--- src/rtl/core/assert_macros.svh ---
// Assertion macros shared by the mixer RTL files.
`ifndef ASSERT_MACROS_SVH
`define ASSERT_MACROS_SVH

// Checks that an expression holds at every clock edge outside reset.
`define JDDM_ASSERT_ALWAYS(label, expr, msg) \
    label: assert property (@(posedge clk) disable iff (!rst_n) (expr)) else $error(msg);

// Checks that a condition implies a consequence in the same cycle.
`define JDDM_ASSERT_IMPLIES(label, ante, cons, msg) \
    label: assert property (@(posedge clk) disable iff (!rst_n) (ante) |-> (cons)) \
        else $error(msg);

// Checks that a condition implies a consequence in the following cycle.
`define JDDM_ASSERT_NEXT(label, ante, cons, msg) \
    label: assert property (@(posedge clk) disable iff (!rst_n) (ante) |=> (cons)) \
        else $error(msg);

`endif

--- src/rtl/core/jddm_pkg.sv ---
// Shared types and constants of the joystick differential drive mixer.
package jddm_pkg;

    localparam int RAW_W      = 8;
    localparam int AXIS_W     = 8;
    localparam int MOTOR_W    = 9;
    localparam int LEVEL_W    = 7;
    localparam int PORT_W     = 2;
    localparam int CFG_IDX_W  = 3;
    localparam int CFG_DATA_W = 2;

    // Axis shaping thresholds, compared against the centered magnitude.
    localparam logic [RAW_W:0] AXIS_CENTER  = 9'd128;
    localparam logic [RAW_W:0] DEAD_ZONE    = 9'd8;
    localparam logic [RAW_W:0] DOUBLE_LIMIT = 9'd20;

    // Action level range and reset point.
    localparam logic [LEVEL_W-1:0] LEVEL_MAX   = 7'd100;
    localparam logic [LEVEL_W-1:0] LEVEL_RESET = 7'd50;

    // Clamp limit for mixed drive values.
    localparam logic signed [MOTOR_W-1:0] DRIVE_LIMIT = 9'sd100;

    // Motor output selectors.
    localparam logic [PORT_W-1:0] PORT_A = 2'd0;
    localparam logic [PORT_W-1:0] PORT_B = 2'd1;
    localparam logic [PORT_W-1:0] PORT_C = 2'd2;

    // Configuration register indexes.
    typedef enum logic [CFG_IDX_W-1:0] {
        CFG_CONTROL_MODE      = 3'd0,
        CFG_SINGLE_MODE       = 3'd1,
        CFG_REVERSE_SECOND    = 3'd2,
        CFG_FIRST_DRIVE_PORT  = 3'd3,
        CFG_SECOND_DRIVE_PORT = 3'd4,
        CFG_ACTION_PORT       = 3'd5
    } cfg_idx_t;

    // Current configuration as seen by the datapath.
    typedef struct packed {
        logic              control_mode;
        logic              single_mode;
        logic              reverse_second;
        logic [PORT_W-1:0] first_drive_port;
        logic [PORT_W-1:0] second_drive_port;
        logic [PORT_W-1:0] action_port;
    } cfg_t;

    // Button group of one sample.
    typedef struct packed {
        logic key_down;
        logic key_up;
        logic key_reverse;
        logic key_forward;
    } keys_t;

endpackage

--- src/rtl/core/jddm_cfg_regs.sv ---
// Configuration register file of the mixer.
module jddm_cfg_regs
(
    input  logic                             clk,
    input  logic                             rst_n,
    input  logic                             cfg_valid,
    output logic                             cfg_ready,
    input  logic [jddm_pkg::CFG_IDX_W-1:0]   cfg_index,
    input  logic [jddm_pkg::CFG_DATA_W-1:0]  cfg_data,
    output jddm_pkg::cfg_t                   cfg
);

    jddm_pkg::cfg_t cfg_reg;
    jddm_pkg::cfg_t cfg_next;

    // Writes always complete in the cycle they are requested.
    assign cfg_ready = 1'b1;
    assign cfg         = cfg_reg;

    // Decode the register index; unknown indexes are ignored.
    always_comb
    begin
        cfg_next = cfg_reg;
        if (cfg_valid)
        begin
            unique case (jddm_pkg::cfg_idx_t'(cfg_index))
                jddm_pkg::CFG_CONTROL_MODE:      cfg_next.control_mode      = cfg_data[0];
                jddm_pkg::CFG_SINGLE_MODE:       cfg_next.single_mode       = cfg_data[0];
                jddm_pkg::CFG_REVERSE_SECOND:    cfg_next.reverse_second    = cfg_data[0];
                jddm_pkg::CFG_FIRST_DRIVE_PORT:  cfg_next.first_drive_port  = cfg_data;
                jddm_pkg::CFG_SECOND_DRIVE_PORT: cfg_next.second_drive_port = cfg_data;
                jddm_pkg::CFG_ACTION_PORT:       cfg_next.action_port       = cfg_data;
                default:                         cfg_next = cfg_reg;
            endcase
        end
    end

    always_ff @(posedge clk or negedge rst_n)
    begin
        if (!rst_n)
        begin
            cfg_reg.control_mode      <= 1'b0;
            cfg_reg.single_mode       <= 1'b0;
            cfg_reg.reverse_second    <= 1'b0;
            cfg_reg.first_drive_port  <= jddm_pkg::PORT_A;
            cfg_reg.second_drive_port <= jddm_pkg::PORT_B;
            cfg_reg.action_port       <= jddm_pkg::PORT_C;
        end
        else
        begin
            cfg_reg <= cfg_next;
        end
    end

endmodule

--- src/rtl/core/jddm_shape.sv ---
// Axis shaping: centering, dead zone and small-deflection doubling.
module jddm_shape
(
    input  logic [jddm_pkg::RAW_W-1:0]         raw,
    input  logic                               tilt,
    output logic signed [jddm_pkg::AXIS_W-1:0] shaped
);

    logic signed [jddm_pkg::RAW_W:0] centered;
    logic        [jddm_pkg::RAW_W:0] mag;
    logic signed [jddm_pkg::RAW_W:0] doubled;

    // Center around zero and take the magnitude; -128 gives 128, which fits.
    assign centered = signed'({1'b0, raw} - jddm_pkg::AXIS_CENTER);
    assign mag      = centered[jddm_pkg::RAW_W] ? unsigned'(-centered) : unsigned'(centered);
    assign doubled  = centered <<< 1;

    // Small deflections are doubled; the doubled range stays within 8 bits.
    always_comb
    begin
        if (tilt || (mag < jddm_pkg::DEAD_ZONE))
        begin
            shaped = '0;
        end
        else if (mag < jddm_pkg::DOUBLE_LIMIT)
        begin
            shaped = doubled[jddm_pkg::AXIS_W-1:0];
        end
        else
        begin
            shaped = centered[jddm_pkg::AXIS_W-1:0];
        end
    end

endmodule

--- src/rtl/core/jddm_action.sv ---
// Action level and latched action drive, updated once per sample.
`include "assert_macros.svh"

module jddm_action
(
    input  logic                                 clk,
    input  logic                                 rst_n,
    input  logic                                 advance,
    input  logic                                 tilt,
    input  jddm_pkg::keys_t                      keys,
    output logic [jddm_pkg::LEVEL_W-1:0]         level_now,
    output logic signed [jddm_pkg::AXIS_W-1:0]   drive_now
);

    logic        [jddm_pkg::LEVEL_W-1:0] level_reg;
    logic        [jddm_pkg::LEVEL_W-1:0] level_next;
    logic signed [jddm_pkg::AXIS_W-1:0]  drive_reg;
    logic signed [jddm_pkg::AXIS_W-1:0]  drive_next;
    logic signed [jddm_pkg::AXIS_W-1:0]  level_signed;

    // Level steps down or up with saturation; the down key wins.
    always_comb
    begin
        level_next = level_reg;
        if (!tilt)
        begin
            if (keys.key_down)
            begin
                if (level_reg != '0)
                begin
                    level_next = level_reg - 1'b1;
                end
            end
            else if (keys.key_up)
            begin
                if (level_reg < jddm_pkg::LEVEL_MAX)
                begin
                    level_next = level_reg + 1'b1;
                end
            end
        end
    end

    assign level_signed = signed'({1'b0, level_next});

    // Drive latches to minus or plus the new level; the reverse key wins.
    always_comb
    begin
        drive_next = drive_reg;
        if (!tilt)
        begin
            if (keys.key_reverse)
            begin
                drive_next = -level_signed;
            end
            else if (keys.key_forward)
            begin
                drive_next = level_signed;
            end
        end
    end

    assign level_now = level_next;
    assign drive_now = drive_next;

    always_ff @(posedge clk or negedge rst_n)
    begin
        if (!rst_n)
        begin
            level_reg <= jddm_pkg::LEVEL_RESET;
            drive_reg <= '0;
        end
        else if (advance)
        begin
            level_reg <= level_next;
            drive_reg <= drive_next;
        end
    end

    `JDDM_ASSERT_ALWAYS(a_level_range, level_reg <= jddm_pkg::LEVEL_MAX, "action level above maximum")
    `JDDM_ASSERT_ALWAYS(a_drive_range, (drive_reg >= -8'sd100) && (drive_reg <= 8'sd100), "action drive out of range")
    `JDDM_ASSERT_NEXT(a_hold_idle, !advance, $stable(level_reg) && $stable(drive_reg), "state changed without a sample")
    `JDDM_ASSERT_NEXT(a_hold_tilt, advance && tilt, $stable(level_reg) && $stable(drive_reg), "state changed in tilt mode")

endmodule

--- src/rtl/core/jddm_mix.sv ---
// Drive mixing, clamping, second-drive reversal and motor routing.
module jddm_mix
(
    input  logic signed [jddm_pkg::AXIS_W-1:0]  x,
    input  logic signed [jddm_pkg::AXIS_W-1:0]  y,
    input  logic signed [jddm_pkg::AXIS_W-1:0]  drive,
    input  jddm_pkg::cfg_t                      cfg,
    output logic signed [jddm_pkg::MOTOR_W-1:0] motor_a,
    output logic signed [jddm_pkg::MOTOR_W-1:0] motor_b,
    output logic signed [jddm_pkg::MOTOR_W-1:0] motor_c
);

    logic signed [jddm_pkg::MOTOR_W-1:0] xe;
    logic signed [jddm_pkg::MOTOR_W-1:0] ye;
    logic signed [jddm_pkg::MOTOR_W-1:0] de;
    logic signed [jddm_pkg::MOTOR_W-1:0] sum;
    logic signed [jddm_pkg::MOTOR_W-1:0] diff;
    logic signed [jddm_pkg::MOTOR_W-1:0] d1;
    logic signed [jddm_pkg::MOTOR_W-1:0] d2;
    logic signed [jddm_pkg::MOTOR_W-1:0] d2_out;
    logic signed [jddm_pkg::MOTOR_W-1:0] motors [3];

    function automatic logic signed [jddm_pkg::MOTOR_W-1:0] clamp_drive
        (input logic signed [jddm_pkg::MOTOR_W-1:0] v);
        logic signed [jddm_pkg::MOTOR_W-1:0] r;
        if (v > jddm_pkg::DRIVE_LIMIT)
        begin
            r = jddm_pkg::DRIVE_LIMIT;
        end
        else if (v < -jddm_pkg::DRIVE_LIMIT)
        begin
            r = -jddm_pkg::DRIVE_LIMIT;
        end
        else
        begin
            r = v;
        end
        return r;
    endfunction

    // Sign-extend to the motor width; sums of two axes fit in 9 bits.
    assign xe   = jddm_pkg::MOTOR_W'(x);
    assign ye   = jddm_pkg::MOTOR_W'(y);
    assign de   = jddm_pkg::MOTOR_W'(drive);
    assign sum  = ye + xe;
    assign diff = ye - xe;

    // Single mode passes the axes through; otherwise mix and clamp.
    assign d1     = cfg.single_mode ? ye : clamp_drive(sum);
    assign d2     = cfg.single_mode ? xe : clamp_drive(diff);
    assign d2_out = cfg.reverse_second ? -d2 : d2;

    // Route to outputs; a later source overrides an earlier one on a shared port.
    always_comb
    begin
        for (int i = 0; i < 3; i++)
        begin
            motors[i] = '0;
            if (cfg.first_drive_port == jddm_pkg::PORT_W'(i))
            begin
                motors[i] = d1;
            end
            if (cfg.second_drive_port == jddm_pkg::PORT_W'(i))
            begin
                motors[i] = d2_out;
            end
            if (cfg.action_port == jddm_pkg::PORT_W'(i))
            begin
                motors[i] = de;
            end
        end
    end

    assign motor_a = motors[0];
    assign motor_b = motors[1];
    assign motor_c = motors[2];

endmodule

--- src/rtl/core/joystick_differential_drive_mixer_top.sv ---
// Top level of the joystick differential drive mixer.
// The mixer takes one joystick sample per clock cycle unless the result side stalls, and
// returns one result per sample: the sample is captured in an input register, and when it
// moves on, the shaped axes, the updated action level and the routed motor values are
// written into the result register, from which the result is offered. The action level
// and drive registers update as a sample moves into the result register, so consecutive
// samples see each other's effect in order. The input side keeps accepting while a
// finished result waits, as long as the input register is empty or can move forward.
// Configuration writes are always accepted.
`include "assert_macros.svh"

module joystick_differential_drive_mixer_top
(
    input  logic                                 clk,
    input  logic                                 rst_n,
    // Configuration write channel.
    input  logic                                 cfg_valid,
    output logic                                 cfg_ready,
    input  logic [jddm_pkg::CFG_IDX_W-1:0]       cfg_index,
    input  logic [jddm_pkg::CFG_DATA_W-1:0]      cfg_data,
    // Sample channel.
    input  logic                                 in_valid,
    output logic                                 in_ready,
    input  logic [jddm_pkg::RAW_W-1:0]           joy_x,
    input  logic [jddm_pkg::RAW_W-1:0]           joy_y,
    input  logic                                 key_down,
    input  logic                                 key_up,
    input  logic                                 key_reverse,
    input  logic                                 key_forward,
    // Result channel.
    output logic                                 out_valid,
    input  logic                                 out_ready,
    output logic signed [jddm_pkg::MOTOR_W-1:0]  motor_a,
    output logic signed [jddm_pkg::MOTOR_W-1:0]  motor_b,
    output logic signed [jddm_pkg::MOTOR_W-1:0]  motor_c,
    output logic signed [jddm_pkg::AXIS_W-1:0]   shaped_x,
    output logic signed [jddm_pkg::AXIS_W-1:0]   shaped_y,
    output logic [jddm_pkg::LEVEL_W-1:0]         level_now
);

    jddm_pkg::cfg_t                      cfg;
    logic                                in_vld_reg;
    logic [jddm_pkg::RAW_W-1:0]          joy_x_reg;
    logic [jddm_pkg::RAW_W-1:0]          joy_y_reg;
    jddm_pkg::keys_t                     keys_reg;
    logic                                out_vld_reg;
    logic                                advance;
    logic                                in_take;

    logic signed [jddm_pkg::AXIS_W-1:0]  shaped_x_next;
    logic signed [jddm_pkg::AXIS_W-1:0]  shaped_y_next;
    logic [jddm_pkg::LEVEL_W-1:0]        level_next;
    logic signed [jddm_pkg::AXIS_W-1:0]  drive_next;
    logic signed [jddm_pkg::MOTOR_W-1:0] motor_a_next;
    logic signed [jddm_pkg::MOTOR_W-1:0] motor_b_next;
    logic signed [jddm_pkg::MOTOR_W-1:0] motor_c_next;

    logic signed [jddm_pkg::MOTOR_W-1:0] motor_a_reg;
    logic signed [jddm_pkg::MOTOR_W-1:0] motor_b_reg;
    logic signed [jddm_pkg::MOTOR_W-1:0] motor_c_reg;
    logic signed [jddm_pkg::AXIS_W-1:0]  shaped_x_reg;
    logic signed [jddm_pkg::AXIS_W-1:0]  shaped_y_reg;
    logic [jddm_pkg::LEVEL_W-1:0]        level_now_reg;

    jddm_cfg_regs u_cfg_regs
    (
        .clk       (clk),
        .rst_n     (rst_n),
        .cfg_valid (cfg_valid),
        .cfg_ready (cfg_ready),
        .cfg_index (cfg_index),
        .cfg_data  (cfg_data),
        .cfg       (cfg)
    );

    // Pipeline flow: the input stage moves on when the result register is free or drained.
    assign advance  = in_vld_reg && (!out_vld_reg || out_ready);
    assign in_ready = !in_vld_reg || advance;
    assign in_take  = in_valid && in_ready;

    // Input register.
    always_ff @(posedge clk or negedge rst_n)
    begin
        if (!rst_n)
        begin
            in_vld_reg <= 1'b0;
        end
        else if (in_ready)
        begin
            in_vld_reg <= in_valid;
        end
    end

    always_ff @(posedge clk)
    begin
        if (in_take)
        begin
            joy_x_reg            <= joy_x;
            joy_y_reg            <= joy_y;
            keys_reg.key_down    <= key_down;
            keys_reg.key_up      <= key_up;
            keys_reg.key_reverse <= key_reverse;
            keys_reg.key_forward <= key_forward;
        end
    end

    jddm_shape u_shape_x
    (
        .raw    (joy_x_reg),
        .tilt   (cfg.control_mode),
        .shaped (shaped_x_next)
    );

    jddm_shape u_shape_y
    (
        .raw    (joy_y_reg),
        .tilt   (cfg.control_mode),
        .shaped (shaped_y_next)
    );

    jddm_action u_action
    (
        .clk       (clk),
        .rst_n     (rst_n),
        .advance   (advance),
        .tilt      (cfg.control_mode),
        .keys      (keys_reg),
        .level_now (level_next),
        .drive_now (drive_next)
    );

    jddm_mix u_mix
    (
        .x       (shaped_x_next),
        .y       (shaped_y_next),
        .drive   (drive_next),
        .cfg     (cfg),
        .motor_a (motor_a_next),
        .motor_b (motor_b_next),
        .motor_c (motor_c_next)
    );

    // Result register valid flag.
    always_ff @(posedge clk or negedge rst_n)
    begin
        if (!rst_n)
        begin
            out_vld_reg <= 1'b0;
        end
        else if (advance)
        begin
            out_vld_reg <= 1'b1;
        end
        else if (out_ready)
        begin
            out_vld_reg <= 1'b0;
        end
    end

    // Result register payload.
    always_ff @(posedge clk)
    begin
        if (advance)
        begin
            motor_a_reg   <= motor_a_next;
            motor_b_reg   <= motor_b_next;
            motor_c_reg   <= motor_c_next;
            shaped_x_reg  <= shaped_x_next;
            shaped_y_reg  <= shaped_y_next;
            level_now_reg <= level_next;
        end
    end

    assign out_valid = out_vld_reg;
    assign motor_a   = motor_a_reg;
    assign motor_b   = motor_b_reg;
    assign motor_c   = motor_c_reg;
    assign shaped_x  = shaped_x_reg;
    assign shaped_y  = shaped_y_reg;
    assign level_now = level_now_reg;

    `JDDM_ASSERT_IMPLIES(a_ready_when_empty, !out_vld_reg, in_ready, "input stalled when empty")
    `JDDM_ASSERT_NEXT(a_advance_fills, advance, out_vld_reg, "result lost after advance")
    `JDDM_ASSERT_NEXT(a_stall_keeps_input, in_vld_reg && !advance, in_vld_reg, "request dropped")

endmodule
--- config.mk ---
export PLATFORM = sky130hd
export DESIGN_NAME = joystick_differential_drive_mixer_top
export DESIGN_NICKNAME = d
export VERILOG_FILES = /design/src/rtl/core/jddm_pkg.sv /design/src/rtl/core/jddm_cfg_regs.sv /design/src/rtl/core/jddm_shape.sv /design/src/rtl/core/jddm_action.sv /design/src/rtl/core/jddm_mix.sv /design/src/rtl/core/joystick_differential_drive_mixer_top.sv
export VERILOG_INCLUDE_DIRS = /design/src /design/src/rtl/core
export SDC_FILE = /design/constraint.sdc
export NUM_CORES = 1
export LEC_CHECK = 0
export BUFFER_PORTS_ARGS = -buffer_cell sky130_fd_sc_hd__clkbuf_2
export CAP_MARGIN = 25
export CELL_PAD_IN_SITES_DETAIL_PLACEMENT = 1
export CELL_PAD_IN_SITES_GLOBAL_PLACEMENT = 2
export CORE_AREA = 3 3 136 138
export DETAILED_ROUTE_END_ITERATION = 8
export DIE_AREA = 0 0 139 141
export GPL_TIMING_DRIVEN = 0
export PLACE_DENSITY = 0.95
export SLEW_MARGIN = 20
export SYNTH_ARGS = -nofsm -noshare
export SYNTH_HDL_FRONTEND = slang
export SYNTH_HIERARCHICAL = 1
export SYNTH_SLANG_ARGS = --single-unit
--- constraint.sdc ---
create_clock -name clk -period 11.8 [get_ports clk]
set_input_delay 1.18 -clock clk [delete_from_list [all_inputs] [get_ports clk]]
set_output_delay 1.18 -clock clk [all_outputs]
set_load 0.05 [all_outputs]
; After elaboration in Yosys (flattened, before gate mapping)
; Index checks and enable logic that the tools add are counted.
[totals]
ff_bits = 96
latchBits = 0
ramBits = 0
romBits = 0
inputBits = 30
elab_cells = 104
n_memories = 0
[classes]
add_sub_neg = 10
mul = 0
div = 0
n_lt_le_gt_ge = 9
eq_ne = 11
shift = 0
mux = 32
bitwise_logic = 0
n_reduce_logical = 20
[op_table]
columns = cell, n
row1 = $mux W9, 18
row2 = $mux W8, 7
row3 = $mux W7, 5
row4 = $neg A9 Y9, 3
row5 = $gt A9 B8 Y1 const B, 2
row6 = $lt A9 B4 Y1 const B, 2
row7 = $lt A9 B5 Y1 const B, 2
row8 = $lt A9 B8 Y1 const B, 2
row9 = $sub A8 B8 Y9 const B, 2
row10 = $reduce_and A2 Y1, 6
row11 = $add A8 B8 Y9, 1
row12 = $sub A8 B8 Y9, 1
row13 = $neg A7 Y8, 1
row14 = $add A7 B1 Y7 const B, 1
row15 = $lt A7 B7 Y1 const B, 1
row16 = $reduce_bool A7 Y1, 1
row17 = $sub A7 B1 Y7 const B, 1
row18 = $eq A2 B1 Y1 const B, 3
row19 = $eq A2 B2 Y1 const B, 3
row20 = $eq A3 B2 Y1 const B, 2
row21 = $eq A3 B3 Y1 const B, 2
row22 = $logic_not A2 Y1, 3
row23 = $logic_or A1 B1 Y1, 4
row24 = $eq A3 B1 Y1 const B, 1
row25 = 5 further kinds, 8

; Logic depth before layout (Yosys ltp)
[logic_depth]
ltp_word = 15
mapped_depth = 24
depth_no_buf = 22

; By module
; Netlist, hierarchy kept.
[by_module_without_submodules]
columns = module, instances, cells_each, area_per_inst_um2, seq_area_each_um2
row1 = jddm_mix, 1, 352, 2326.0, 0.0
row2 = joystick_differential_drive_mixer_top, 1, 78, 2205.9, 2152.1
row3 = jddm_action, 1, 185, 1438.9, 379.1
row4 = jddm_shape, 2, 52, 371.6, 0.0
row5 = jddm_cfg_regs, 1, 26, 404.1, 227.7

; Worst setup path before layout
; Ideal clock, no wire load.
[synth_timing]
kind = register to register
from = register joy_x_reg[5] (netlist name)
to = register motor_a_reg (netlist bit motor_a[4]) (data pin)
setup_time_ns = 0.262
arrival_ns = 4.832
required_ns = 11.538
setup_slack_ns = 6.706
path_stages_with_launch = 21
cell_sequence = edfxtp_1 > or3b_1 > a32o_1 > buf_6 > a211o_1 > a311oi_2 > inv_1 > fa_1 > a211o_1 > a2111oi_2 > a211oi_2 > nand4b_1 > a21oi_2 > and4b_1 > nor2_1 > ha_1 > o31ai_4 > o31ai_2 > xor2_1 > a221oi_1 > nor2_1
[synth_via]
elab_chain_cells = 15
word_cells_on_any_way = 25
classes_between = 5 x add/sub / 6 x order compare / 13 x mux / 1 x reduce/logical
[synth_lines]
columns = item, line
row1 = start: declaration, joystick_differential_drive_mixer_top.sv:43  ; logic [jddm_pkg::RAW_W-1:0] joy_x_reg;
row2 = start signal: assignment, joystick_differential_drive_mixer_top.sv:98  ; joy_x_reg <= joy_x;
row3 = $sub A8 B8 Y9 *, jddm_shape.sv:14  ; assign centered = signed'({1'b0, raw} - jddm_pkg::AXIS_CENTER);
row4 = $neg A9 Y9, jddm_shape.sv:15  ; assign mag = centered[jddm_pkg::RAW_W] ? unsigned'(-centered) : unsigned'(centered);
row5 = $mux W9 *, jddm_shape.sv:15
row6 = $lt A9 B5 Y1 or $lt A9 B4 Y1 (tied branches), "jddm_shape.sv:25, jddm_shape.sv:21"
row7 = $mux W8 or $logic_or A1 B1 Y1 (tied branches), "jddm_shape.sv:25, jddm_shape.sv:21"
row8 = $mux W8 *, jddm_shape.sv:21  ; if (tilt || (mag < jddm_pkg::DEAD_ZONE))
row9 = "named net shaped_x_next, one bit", joystick_differential_drive_mixer_top.sv:50  ; logic signed [jddm_pkg::AXIS_W-1:0] shaped_x_next;
row10 = $sub A8 B8 Y9, jddm_mix.sv:46  ; assign diff = ye - xe;
row11 = $lt A9 B8 Y1, jddm_mix.sv:30  ; else if (v < -jddm_pkg::DRIVE_LIMIT)
row12 = $mux W9, jddm_mix.sv:30
row13 = $mux W9, jddm_mix.sv:26  ; if (v > jddm_pkg::DRIVE_LIMIT)
row14 = $mux W9, jddm_mix.sv:50  ; assign d2 = cfg.single_mode ? xe : clamp_drive(diff);
row15 = $neg A9 Y9, jddm_mix.sv:51  ; assign d2_out = cfg.reverse_second ? -d2 : d2;
row16 = $mux W9, jddm_mix.sv:51
row17 = $mux W9 *, jddm_mix.sv:63  ; if (cfg.second_drive_port == jddm_pkg::PORT_W'(i))
row18 = $mux W9 *, jddm_mix.sv:67  ; if (cfg.action_port == jddm_pkg::PORT_W'(i))
row19 = "named net motor_a_next, one bit", joystick_differential_drive_mixer_top.sv:54  ; logic signed [jddm_pkg::MOTOR_W-1:0] motor_a_next;
row20 = end signal: assignment, joystick_differential_drive_mixer_top.sv:165  ; motor_a_reg <= motor_a_next;
row21 = end: declaration, joystick_differential_drive_mixer_top.sv:58  ; logic signed [jddm_pkg::MOTOR_W-1:0] motor_a_reg;
; Mark *: on every way through the listed nets, which the timed path passes. The rest lies on a longest branch.
; A chain may end at the register's enable or synchronous reset.

; Final worst setup path
[layout_timing]
from = register joy_x_reg[4] (netlist name)
to = register motor_b_reg (netlist bit motor_b[6]) (data pin)
[layout_via]
elab_chain_cells = 15
word_cells_on_any_way = 25
classes_between = 5 x add/sub / 6 x order compare / 13 x mux / 1 x reduce/logical
[layout_lines]
columns = item, line
row1 = $sub A8 B8 Y9 *, jddm_shape.sv:14
row2 = $neg A9 Y9, jddm_shape.sv:15
row3 = $mux W9 *, jddm_shape.sv:15
row4 = $lt A9 B5 Y1 or $lt A9 B4 Y1 (tied branches), "jddm_shape.sv:25, jddm_shape.sv:21"
row5 = $mux W8 or $logic_or A1 B1 Y1 (tied branches), "jddm_shape.sv:25, jddm_shape.sv:21"
row6 = $mux W8 *, jddm_shape.sv:21
row7 = "named net shaped_x_next, one bit", joystick_differential_drive_mixer_top.sv:50
row8 = $sub A8 B8 Y9, jddm_mix.sv:46
row9 = $lt A9 B8 Y1, jddm_mix.sv:30
row10 = $mux W9, jddm_mix.sv:30
row11 = $mux W9, jddm_mix.sv:26
row12 = $mux W9, jddm_mix.sv:50
row13 = $neg A9 Y9, jddm_mix.sv:51
row14 = $mux W9, jddm_mix.sv:51
row15 = $mux W9 *, jddm_mix.sv:63
row16 = $mux W9 *, jddm_mix.sv:67
row17 = "named net motor_b_next, one bit", joystick_differential_drive_mixer_top.sv:55  ; logic signed [jddm_pkg::MOTOR_W-1:0] motor_b_next;
row18 = end signal: assignment, joystick_differential_drive_mixer_top.sv:166  ; motor_b_reg <= motor_b_next;
row19 = end: declaration, joystick_differential_drive_mixer_top.sv:59  ; logic signed [jddm_pkg::MOTOR_W-1:0] motor_b_reg;
; Marked as above.

==> Implementation_results.wiki <==
{| class="wikitable"
! Metric !! Value
|-
| Number of global-route vias before repair || 6,230
|-
| R2R setup slack || 5.53 ns
|-
| Per-instance average area after synthesis || 9.554 um2
|-
| Placed cell count || 1,052
|-
| Hold Crit Class || flip-flop to flip-flop
|-
| Area of the multi-input gates || 0.003970 mm2
|-
| Die X-Extent || 139 um
|-
| Synthesized instance count || 745
|-
| Initial cell density of the core || 41.15%
|-
| Cell Area, Synth || 0.007118 mm2
|-
| Final setup skew || 0.009169 ns
|-
| Reg-to-reg critical path endpoint || motor_b[6]$_DFFE_PP_
|-
| Worst-margin pin slew || 1.058 ns
|-
| Number of I/O port buffers || 81
|-
| Pre-CTS setup slack || 5.604 ns
|-
| Overall fraction of global-route tracks in use || 21.36%
|-
| Area after DPL || 0.007839 mm2
|-
| Clock input transition at the sequential cells of the worst setup and hold paths || 0.07 ns
|-
| HPWL after DPL || 16,030 um
|-
| Unrepaired setup endpoints after global routing || no
|-
| Count of nets left with antenna violations after detail routing || 0
|-
| Std-Cell Rows || 48
|-
| Number of antenna violations at the first check in global routing || 0
|-
| Total design power || 1.870 mW
|-
| Fraction of layout cells with a size suffix above 1 || 21.95%
|-
| Smallest hold slack || 0.5074 ns
|-
| GPL Wtd Cong || 0.8534
|-
| Startpoint of the lowest-slack hold path || u_action/drive_reg[3]$_DFFE_PN0P_
|-
| CP max FO || 10
|-
| Total area of sequential cells || 0.002759 mm2
|-
| Power Dens Cells || 230.5 mW/mm2
|-
| Total nets after synthesis || 799
|-
| Clock root buffer master || clkbuf_16
|-
| Final worst-path setup slack || 5.533 ns
|-
| Sequential fraction of the synthesis area || 38.76%
|-
| Length of the first detailed-routing pass in iterations || 6
|-
| Critical path endpoint category || flip-flop
|-
| Overall die area || 0.01960 mm2
|-
| Min cycle time layout || 6.267 ns
|-
| Number of DRC violations after detailed routing || 0
|-
| Total routed wirelength || 20,910 um
|-
| Final period util || 53.11%
|-
| Peak supply drop || 112.7 uV
|-
| H-tree lvl count || 3
|-
| Number of cells traversed by the worst register-to-register path || 23
|-
| Count of hold buffers inserted by post-cts repair || 0
|-
| Number of fillers in the final layout || 1,989
|-
| Total of endpoints with negative setup slack in the final report || 0
|-
| Global-route wire length before repair || 34,000 um
|-
| Count of routing violations after the opening detailed-route iteration || 411
|-
| Total global routing overflow || 0
|-
| Max Buffers Root-to-Sink || 2
|-
| Accumulated negative setup slack || 0 ns
|-
| Number of cells traversed by the worst hold path || 2
|-
| Leakage power figure || 3.112 nW
|-
| Critical Path AT || 6.38 ns
|-
| WHS Endpoint || u_action/drive_reg[3]$_DFFE_PN0P_
|-
| Critical Path RT || 11.91 ns
|-
| EDFF count, synth || 70
|-
| Pins over their slew limit || 0
|-
| Maximum number of pins on one net before global-route repair || 36
|-
| WL/cell || 19.58 um
|-
| Headroom to the max-slew limit || 29.02%
|-
| CORE AREA || 0.01730 mm2
|-
| Run status || complete, no violations
|-
| # resized after CTS || 0
|-
| Signed area change from the synthesized netlist to the final layout || 13.99%
|-
| Category of the critical setup timing path || flip-flop to flip-flop
|-
| Worst reg2reg startpoint || joy_x_reg[4]$_DFFE_PP_
|-
| DR vias/cell || 5.847
|-
| Num CTS Buffers || 9
|-
| Number of nets at the end of the flow || 892
|-
| Synthesis-stage register bit count || 96
|-
| Synth cell types || 106
|-
| Insertion delay to the later sink of the worst-skew pair || 0.36 ns
|-
| Final-report hold violation count || 0
|-
| Yosys warns || 6
|-
| Worst Setup Start Kind || flip-flop
|-
| Vias || 6,245
|-
| Clock Sinks || 96
|-
| Finished layout cell area || 0.008114 mm2
|-
| Layout Utilization || 46.91%
|-
| Max-capacitance violation count || 0
|-
| Share of async-settable or async-resettable flops after synthesis || 27.08%
|-
| Buffer count from post-CTS setup fixing || 0
|-
| Max Fclk || 0.1596 GHz
|-
| Most used flip-flop cell after synthesis || edfxtp_1
|-
| CTS tree || built
|-
| Die Y-Extent || 141 um
|-
| I/O pin total || 83
|-
| Antenna Cells || 0
|-
| Non-filler instance count after layout || 1,068
|}
[cells in the mapped netlist, types with 6 or more instances]
master    number  area share (%)
ha_1          22             3.9
buf_6          6            0.95
o211ai_1       7            0.74
nor4_1        10            0.88
nor3_1        19             1.3
nand2_1       64             3.4
a211o_1        7            0.86
or2_2          8            0.70
clkbuf_1      22             1.2
a21oi_1       45             3.2
inv_1         47             2.5
o21ai_0       25             1.8
mux2i_1        7            0.98
a21o_1         9            0.95
mux2_2        10             1.6
nor2_1        64             3.4
o22ai_1       10            0.88
edfxtp_1      70              30
a31oi_1       10            0.88
nor3b_1        9            0.95
dfrtp_1       21             7.4
nor2b_1       11            0.97
a221oi_1       6            0.74
a311oi_2       6             1.3
o21a_1         7            0.74
and2_1         6            0.53
nand4b_1       6            0.74
nand3b_1       7            0.74
a211oi_1      12             1.3
xnor2_1       11             1.4
buf_2          6            0.42
nand3_1       13            0.91
nand2b_1      20             1.8
a22oi_1        7            0.74
[layer usage]
layer  global-route usage, %  part of all wire [%]
met1                   28.84                    46
met4                   5.664                   2.0
met5                       0                     0
met2                   36.13                    49
met3                   3.155                   3.5
[worst max-delay path: stages (launching register included)]
cell       delay, ns
edfxtp_1        0.36
clkbuf_1        0.23
nor3_1          0.23
a32o_1          0.20
buf_6           0.15
a21oi_4         0.08
nor4_1          0.79
ha_1            0.38
inv_1           0.07
fa_1            0.41
a211o_1         0.34
a2111oi_2       0.34
a211oi_2        0.12
and4b_4         0.26
o21ai_4         0.21
nand3_1         0.10
o21ai_0         0.52
inv_1           0.11
ha_1            0.25
o31ai_4         0.09
o41ai_2         0.11
xor2_1          0.35
o211ai_1        0.17
o21a_1          0.16
[power breakdown]
group	internal, mW	switching [mW]	leakage [nW]
sequential	0.466	0.0518	0.976
clock	0.142	0.127	0.132
combinational	0.355	0.728	2.00
[how the worst max path moves through the flow]
stage                            to  cells past startpoint                   start  slack (ns)
5_1_grt        motor_c[6]$_DFFE_PP_                     22  joy_x_reg[4]$_DFFE_PP_        5.15
4_1_cts        motor_b[6]$_DFFE_PP_                     22  joy_x_reg[4]$_DFFE_PP_        5.56
3_5_place_dp   motor_b[6]$_DFFE_PP_                     22  joy_x_reg[4]$_DFFE_PP_        5.60
6_report       motor_b[6]$_DFFE_PP_                     23  joy_x_reg[4]$_DFFE_PP_        5.53
3_3_place_gp   motor_a[4]$_DFFE_PP_                     20  joy_x_reg[2]$_DFFE_PP_        5.69
2_1_floorplan  motor_a[4]$_DFFE_PP_                     20  joy_x_reg[5]$_DFFE_PP_        6.71
[layout make-up]
cell class / instances / area share (%)
clock buffers: 10 / 2.822
repair buffers: 82 / 5.243
plain buffers: 42 / 2.822
clock inverters: 6 / 0.4472
inverters: 49 / 2.267
multi-input cells: 558 / 48.93
well taps: 225 / 3.470
flip-flops and latches: 96 / 34.00
[cell usage in the layout (no fill, tap or decap), types with 9 or more instances in the layout]
cell       count
clkbuf_2      81
edfxtp_1      70
nand2_1       64
nor2_1        64
inv_1         47
a21oi_1       45
o21ai_0       25
clkbuf_1      23
ha_1          22
dfrtp_1       21
nand2b_1      20
nor3_1        19
nand3_1       13
a211oi_1      12
xnor2_1       11
nor2b_1       11
a31oi_1       10
o22ai_1       10
mux2_2        10
clkbuf_16      9
a21o_1         9
[logic make-up after synthesis]
family,after synthesis,share of synthesized area [%]
compound gates,222,23.84
simple gates,275,21.90
mux,21,3.357
other cells,1,0.05268
fa+ha+maj,25,4.570
flops,96,38.76
buf+inv,91,5.801
xor+xnor,14,1.723
(Power assumes the default switching activity.)
